===== src/design/wsea_pkg.sv =====
// ----------------------------------------------------------------------------
// wsea_pkg
// Shared types, constants and helper functions for the weighted sphere error
// accumulator: payload structs, controller/datapath command and status,
// projection codes and the Q30 cosine coefficients.
// ----------------------------------------------------------------------------
package wsea_pkg;

    localparam int SAMPLE_W  = 10;
    localparam int COL_W     = 13;
    localparam int ROW_W     = 12;
    localparam int PLANE_W   = 2;
    localparam int ERR_W     = 62;
    localparam int WSUM_W    = 40;
    localparam int FMT_W     = 3;
    localparam int FW_W      = 14;
    localparam int FH_W      = 13;
    localparam int CFG_W     = 14;
    localparam int CFG_IDX_W = 2;
    localparam int CRD_W     = 14;
    localparam int CNT_W     = 5;

    localparam logic [FW_W-1:0] MAX_WIDTH  = 14'd8192;
    localparam logic [FH_W-1:0] MAX_HEIGHT = 13'd4096;

    localparam logic [FMT_W-1:0] FMT_ERP     = 3'd0;
    localparam logic [FMT_W-1:0] FMT_CMP_3X2 = 3'd1;
    localparam logic [FMT_W-1:0] FMT_CMP_2X3 = 3'd2;
    localparam logic [FMT_W-1:0] FMT_CMP_6X1 = 3'd3;
    localparam logic [FMT_W-1:0] FMT_CMP_1X6 = 3'd4;
    localparam logic [FMT_W-1:0] FMT_CMP_T   = 3'd5;

    localparam logic [CFG_IDX_W-1:0] REG_FORMAT = 2'd0;
    localparam logic [CFG_IDX_W-1:0] REG_WIDTH  = 2'd1;
    localparam logic [CFG_IDX_W-1:0] REG_HEIGHT = 2'd2;

    localparam logic [FMT_W-1:0] RST_FORMAT = 3'd0;
    localparam logic [FW_W-1:0]  RST_WIDTH  = 14'd1920;
    localparam logic [FH_W-1:0]  RST_HEIGHT = 13'd1080;

    localparam logic [CNT_W-1:0] STEP_LAST  = 5'd30;
    localparam logic [CNT_W-1:0] POLY_STEPS = 5'd5;

    localparam logic [30:0] Q30_ONE = 31'd1073741824;
    localparam logic [30:0] COS_C1  = 31'd1324675879;
    localparam logic [30:0] COS_C2  = 31'd272375560;
    localparam logic [30:0] COS_C3  = 31'd22401992;
    localparam logic [30:0] COS_C4  = 31'd987048;
    localparam logic [30:0] COS_C5  = 31'd27061;
    localparam logic [30:0] COS_C6  = 31'd506;

    typedef struct packed {
        logic [SAMPLE_W-1:0] orig_sample;
        logic [SAMPLE_W-1:0] recon_sample;
        logic [COL_W-1:0]    col;
        logic [ROW_W-1:0]    row;
        logic [PLANE_W-1:0]  plane;
        logic                last_of_plane;
    } t_in_item;

    typedef struct packed {
        logic [ERR_W-1:0]   weighted_sq_error_sum;
        logic [WSUM_W-1:0]  weight_sum;
        logic [PLANE_W-1:0] done_plane;
    } t_out_item;

    typedef enum logic [2:0] {
        DIV_BY2,
        DIV_BY4,
        DIV_BY6,
        DIV_BY8,
        DIV_BY12
    } t_div_sel;

    typedef enum logic [2:0] {
        MUL_UU,
        MUL_ZT,
        MUL_XS,
        MUL_DD,
        MUL_PW
    } t_mul_sel;

    typedef struct packed {
        logic     load_in;
        logic     face;
        logic     center;
        logic     square;
        logic     div_load;
        logic     div_step;
        logic     sqrt_load;
        logic     sqrt_step;
        logic     z_set;
        logic     poly_add;
        logic     w_cube;
        logic     w_zero;
        logic     mul_en;
        t_mul_sel mul_sel;
        logic     acc;
        logic     emit;
    } t_cmd;

    typedef struct packed {
        logic erp;
        logic zero;
        logic step_last;
        logic poly_done;
        logic last;
        logic out_free;
    } t_status;

    // floor(n / 3), exact for n below 49152 (the result is 14 bits wide)
    function automatic logic [CRD_W-1:0] div3(input logic [16:0] n);
        logic [36:0] p;
        p = {20'b0, n} * 37'd349526;
        return p[33:20];
    endfunction

    // floor(k * v / m)
    function automatic logic [CRD_W-1:0] scale_div(input logic [3:0] k,
                                                   input logic [CRD_W-1:0] v,
                                                   input t_div_sel m);
        logic [17:0]      n;
        logic [CRD_W-1:0] q;
        n = {14'b0, k} * {4'b0, v};
        unique case (m)
            DIV_BY2:  q = n[14:1];
            DIV_BY4:  q = n[15:2];
            DIV_BY8:  q = n[16:3];
            DIV_BY6:  q = div3(n[17:1]);
            DIV_BY12: q = div3({1'b0, n[17:2]});
            default:  q = '0;
        endcase
        return q;
    endfunction

    function automatic logic [30:0] cos_coef(input logic [2:0] k);
        logic [30:0] c;
        unique case (k)
            3'd0:    c = COS_C5;
            3'd1:    c = COS_C4;
            3'd2:    c = COS_C3;
            3'd3:    c = COS_C2;
            3'd4:    c = COS_C1;
            default: c = '0;
        endcase
        return c;
    endfunction

endpackage


===== src/design/wsea_ctrl.sv =====
// ----------------------------------------------------------------------------
// wsea_ctrl
// Sequencer for one sample: face select, centre, distances, shared divider,
// then either the cosine polynomial or the square root (a zero-weight sample
// skips all three), then error multiply, accumulate and, for a sample that
// closes a plane, result hand-off.
module wsea_ctrl (
    input  logic              i_clk,
    input  logic              i_rst_n,
    input  logic              i_in_valid,
    output logic              o_in_ready,
    input  wsea_pkg::t_status i_status,
    output wsea_pkg::t_cmd    o_cmd
);
    import wsea_pkg::*;

    typedef enum logic [17:0] {
        S_IDLE   = 18'h00001,
        S_FACE   = 18'h00002,
        S_CENTER = 18'h00004,
        S_SQ     = 18'h00008,
        S_PREP   = 18'h00010,
        S_DIV    = 18'h00020,
        S_UU     = 18'h00040,
        S_ZSET   = 18'h00080,
        S_PMUL   = 18'h00100,
        S_PADD   = 18'h00200,
        S_SQLD   = 18'h00400,
        S_SQRT   = 18'h00800,
        S_XS     = 18'h01000,
        S_WSET   = 18'h02000,
        S_DMUL   = 18'h04000,
        S_EMUL   = 18'h08000,
        S_ACC    = 18'h10000,
        S_EMIT   = 18'h20000
    } t_state;

    t_state r_state, n_state;

    always_ff @(posedge i_clk) begin
        if (!i_rst_n) begin
            r_state <= S_IDLE;
        end else begin
            r_state <= n_state;
        end
    end

    assign o_in_ready = (r_state == S_IDLE);

    always_comb begin
        n_state       = r_state;
        o_cmd         = '0;
        o_cmd.mul_sel = MUL_UU;
        unique case (r_state)
            S_IDLE: begin
                if (i_in_valid) begin
                    o_cmd.load_in = 1'b1;
                    n_state       = S_FACE;
                end
            end
            S_FACE: begin
                o_cmd.face = 1'b1;
                n_state    = S_CENTER;
            end
            S_CENTER: begin
                o_cmd.center = 1'b1;
                n_state      = S_SQ;
            end
            S_SQ: begin
                o_cmd.square = 1'b1;
                n_state      = S_PREP;
            end
            S_PREP: begin
                if (i_status.zero) begin
                    o_cmd.w_zero = 1'b1;
                    n_state      = S_DMUL;
                end else begin
                    o_cmd.div_load = 1'b1;
                    n_state        = S_DIV;
                end
            end
            S_DIV: begin
                o_cmd.div_step = 1'b1;
                if (i_status.step_last) begin
                    n_state = i_status.erp ? S_UU : S_SQLD;
                end
            end
            S_UU: begin
                o_cmd.mul_en  = 1'b1;
                o_cmd.mul_sel = MUL_UU;
                n_state       = S_ZSET;
            end
            S_ZSET: begin
                o_cmd.z_set = 1'b1;
                n_state     = S_PMUL;
            end
            S_PMUL: begin
                o_cmd.mul_en  = 1'b1;
                o_cmd.mul_sel = MUL_ZT;
                n_state       = S_PADD;
            end
            S_PADD: begin
                o_cmd.poly_add = 1'b1;
                n_state        = i_status.poly_done ? S_DMUL : S_PMUL;
            end
            S_SQLD: begin
                o_cmd.sqrt_load = 1'b1;
                n_state         = S_SQRT;
            end
            S_SQRT: begin
                o_cmd.sqrt_step = 1'b1;
                if (i_status.step_last) begin
                    n_state = S_XS;
                end
            end
            S_XS: begin
                o_cmd.mul_en  = 1'b1;
                o_cmd.mul_sel = MUL_XS;
                n_state       = S_WSET;
            end
            S_WSET: begin
                o_cmd.w_cube = 1'b1;
                n_state      = S_DMUL;
            end
            S_DMUL: begin
                o_cmd.mul_en  = 1'b1;
                o_cmd.mul_sel = MUL_DD;
                n_state       = S_EMUL;
            end
            S_EMUL: begin
                o_cmd.mul_en  = 1'b1;
                o_cmd.mul_sel = MUL_PW;
                n_state       = S_ACC;
            end
            S_ACC: begin
                o_cmd.acc = 1'b1;
                n_state   = i_status.last ? S_EMIT : S_IDLE;
            end
            S_EMIT: begin
                if (i_status.out_free) begin
                    o_cmd.emit = 1'b1;
                    n_state    = S_IDLE;
                end
            end
            default: begin
                n_state = S_IDLE;
            end
        endcase
    end

    a_accept_starts: assert property (@(posedge i_clk) disable iff (!i_rst_n)
        (i_in_valid && o_in_ready) |=> (r_state == S_FACE))
        else $error("accepted transfer did not start processing");

    a_emit_free: assert property (@(posedge i_clk) disable iff (!i_rst_n)
        o_cmd.emit |-> i_status.out_free)
        else $error("result loaded over an untaken result");

endmodule


===== config.mk =====
export PLATFORM = sky130hd
export DESIGN_NAME = wsea_ctrl
export DESIGN_NICKNAME = d
export VERILOG_FILES = /design/src/design/wsea_pkg.sv /design/src/design/wsea_ctrl.sv
export SDC_FILE = /design/constraint.sdc
export NUM_CORES = 1
export LEC_CHECK = 0
export ABC_AREA = 1
export BUFFER_PORTS_ARGS = -buffer_cell sky130_fd_sc_hd__clkbuf_2
export CAP_MARGIN = 25
export CORE_MARGIN = 1
export CORE_UTILIZATION = 40
export DETAILED_ROUTE_END_ITERATION = 8
export PLACE_DENSITY = 0.59
export SYNTH_ARGS = -nofsm -noshare
export SYNTH_HDL_FRONTEND = slang
export SYNTH_SLANG_ARGS = --single-unit

===== constraint.sdc =====
create_clock -name i_clk -period 1.6 [get_ports i_clk]
set_input_delay 0.16 -clock i_clk [delete_from_list [all_inputs] [get_ports i_clk]]
set_output_delay 0.16 -clock i_clk [all_outputs]
set_load 0.05 [all_outputs]

==> reports/results.env <==
RUN_STATUS='finished with violations'
VIOLATIONS='design-rule violations, negative setup slack'
SYNTH.LIB_CELLS_USED.DISTINCT=26
NUMPLACEDINSTANCES=275
CLOCK-SKEW-FINAL_PS=2.578
ANTENNA_CELLS=0
MET1_LENGTH_UM=2113
PEAKVDDDROP_V=0.001211
PWR_DENSITY_CELL_nW_PER_UM2=1218
GRT_FIRST_PASS_WIRELENGTH_UM=7251
TIMING_MAX_TRANSITION_VIOLATIONS_FINAL=0
ROOT_BUFFER='clkbuf_4'
IO-PIN-COUNT=28
TOP_LAYER_USED='met4'
RSZ_0062_RAISED_AFTER_GLOBAL_ROUTING='yes'
POST_SYNTHESIS_SEQUENTIAL_AREA_RATIO=0.2897
PLACEMENT.IO_BUFFERS=27
SYNTH.FF_LATCH_COUNT=18
WORSTREG2REGEND='r_state[0]'
MIN_FROM='i_status[1]'
GLOBAL_ROUTE.USAGE.TOTAL=0.2893
SYNTH.TOP_CELLS.BY_AREA='dfxtp_1 (29%), inv_1 (11%), nand2_1 (10%), nor2_1 (9.1%), nor3_1 (6.4%)'
CRIT_ARRIVAL_PS=1780
AREA.GROWTH.SYNTH_TO_FINAL_PCT=93.06
SYNTH_TOP_AREA_SHARE=0.2897
MAXIMUM_CAPACITANCE_VIOLATIONS=0
AVGSYNTHCELLAREA_UM2=6.444
PATH_CLK_SLEW_PS=120
DIE_AREA_UM2=3336
DETAILEDPLACEMENTHPWL_UM=2578
NETLIST.TOP_CELL.BY_AREA='dfxtp_1'
ANTENNA_VIOLATIONS_BEFORE_REPAIR=0
GRT_START_MAX_NET_PINS=19
MAX_SLEW.WORST_PIN.SLEW_PS=270.4
LARGEST_REGISTER_FF_COUNT=18
HOLDPATHEND='r_state[17]'
MET3ROUTEDLENGTH_UM=288
TIMING.CRITICAL_PATH.SLOWEST_CELL_DELAY_PS=350
SYNTH_AREA_UM2=1244
SYN-INSTANCE-COUNT=193
LEFTOVER_OVERFLOW_AT_THE_END_OF_GLOBAL_ROUTING=0
REPORT.FINAL.SETUP_VIOL=31
LAYOUT_CELLS_SIZED_ABOVE_1=0.6201
TIMING_WORST_SETUP_PATH_TYPE='reg2out'
CLK-INSERTION-DELAY-LATE_PS=320
SYNTHESIS.YOSYS.WARNINGS=0
DP_WORST_SETUP_SLACK_PS=-106.0
WORST_HOLD_PATH.NUM_CELLS=3
FIN_CRIT_SH=1.214
SETUP_SLACK_REG_TO_REG_PS=-180
SYNTH_NETS=202
ANT_NETS=0
CTS-BUFFERS-INSERTED=3
DETAILROUTE.WIRELENGTH.MET2_UM=2528
INITIAL_CORE_UTIL=0.4360
DRT_PRE_ANTENNA_ITERS=7
STDCELL_COUNT=310
DIE_Y_UM=57.76
FINAL_SETUP_MARGIN_PS=-342.1
WORST_HOLD_PATH_TYPE='in2reg'
NNETSFINAL=289
DIEWIDTH_UM=57.76
DRT_WL_TOTAL_UM=5256
TOTAL_CORE_AREA_UM2=2853
FINAL_MIN_PERIOD_PS=1942
TIMING.CRITICAL_PATH.CELLS='nor2_4 -> nand2_2 -> inv_2 -> nand2_2 -> nor3_2 -> nand2_1 -> nand2_1 -> nor2_1 -> nand3_1 -> buf_8'
NUMBER_OF_GLOBAL_ROUTE_VIAS_BEFORE_REPAIR=1576
HTREEDEPTH=1
CRIT_END_CATEGORY='output pin'
VIA_COUNT_NORMALIZED_BY_INSTANCE_COUNT=5.384
CRITICAL_PATH.SLOWEST_CELL='dfxtp_2'
CP_LAUNCH_TYPE='register'
DRT_DRC_VIOLATIONS_LEFT=2
VIA_COUNT=1669
MAX_FREQ_GHz=0.5149
SLEW_HEADROOM=0.8178
TRITONCTS='built'
CLOCK_PATH_BUFFERS=2
DRT_ITER0_MARKERS=136
RR_WORST_DEPTH=14
TOTAL_LEAKAGE_POWER_nW=1.167
WORST_EP_REQUIRED_TIME_PS=1440
REGISTERS.TOP_BY_FF_COUNT='r_state'
LARGEST_REGISTERS='r_state (18)'
ROUTE.DETAILED.WL_PER_INST_UM=16.95
R2R-START='r_state[4]'
NUMBER_OF_CLOCK_SINKS=18
ROWS=19
HOLD_VIOL=0
ROUTABILITYCONGESTION=0.8245
PATH_MAX_FANOUT=5
placed cells by master, fill, tap and decap left out, types with 2 or more instances in the layout:
master and instances:
clkbuf_8 5, nand2_2 11, a211oi_2 2, inv_1 28
nand4_4 2, clkbuf_4 3, inv_2 12, nor2_4 15
nand3_1 6, nand3_4 4, nor2_1 20, nor2_2 4
dfxtp_1 4, buf_6 8, dfxtp_2 12, nand3_2 6
inv_4 2, nor3_2 3, clkbuf_16 4, nor3_1 12
buf_4 47, dfxtp_4 2, a21oi_1 3, buf_8 10
clkbuf_2 8, nand2_1 27, nor2_8 2, nand2_4 7
kinds of logic (layout without fill, tap and decap cells):
group | Yosys count | count (layout) | share of synthesized area
flops | 18 | 18 | 0.2897
simple gates | 123 | 124 | 0.5262
buf+inv | 45 | 130 | 0.1418
compound gates | 7 | 7 | 0.04225
layout make-up:
cell class              count  area [um2]
clock buffers               4       36.28
fillers                   156       451.7
inverters                  43       166.4
multi-input cells         131       958.4
flip-flops and latches     18       382.9
well taps                  31       38.79
repair buffers             83       818.3
layer usage:
metal | global-route usage | vias up
met5 | 0 | -
met4 | 0.1259 | 0
met1 | 0.3347 | 785
met2 | 0.5233 | 85
met3 | 0.04911 | 31
li1 | - | 768
through the flow:
stage	instance area (um2)	TNS [ps]	utilization	total power [mW]	hold WS [ps]
floorplan	1276	-126.3	-	1.463	238.3
global placement	1630	-366.8	0.5715	1.765	342.1
detailed placement	1630	-472.5	0.5715	1.785	339.8
CTS	2193	-2780	0.7689	2.566	14.68
global route	2401	-7952	0.8417	3.045	103.2
finish	2401	-5411	0.8417	2.924	79.33
worst max path at each step:
stage / startpoint / end / slack (ps) / cells after the start
detailed placement: r_state[9] / o_cmd[6] / -110 / 6
CTS: r_state[16] / o_cmd[5] / -220 / 10
global route: r_state[17] / o_cmd[5] / -410 / 10
global placement: r_state[9] / o_cmd[6] / -100 / 6
floorplan: r_state[17] / r_state[0] / -110 / 12
finish: r_state[17] / o_cmd[5] / -340 / 10
synth_stat cells (all sizes together):
cell / number
nand4: 3
or2: 1
clkinv: 1
nor3: 16
inv: 42
o21ai: 1
nand3: 15
a211oi: 3
nand3b: 1
clkbuf: 1
a21oi: 3
buf: 1
dfxtp: 18
nor4: 1
nand2: 45
nor2: 41
what timing repair did:
action / 4_1_cts / 5_1_grt
buffers inserted: 21 / 8
gates resized for setup: 86 / 46
endpoints found under the setup margin: 23 / 35
hold buffers: 0 / 1
gates cloned: 1 / 0
endpoints found under the hold margin: 0 / 1
pin swaps: 19 / 15
critical path: cells and delay by family (launching register included):
kind / cells / cell delay [ps]
DFF: 1 / 350
and+or+nand+nor: 8 / 850
buffers and inverters: 2 / 250
power by group:
group / total (mW) / switching [mW] / internal [mW]
clock: 0.311 / 0.171 / 0.139
combinational: 2.05 / 1.17 / 0.880
sequential: 0.567 / 0.0557 / 0.511
Power figures use the tool's default switching activity.
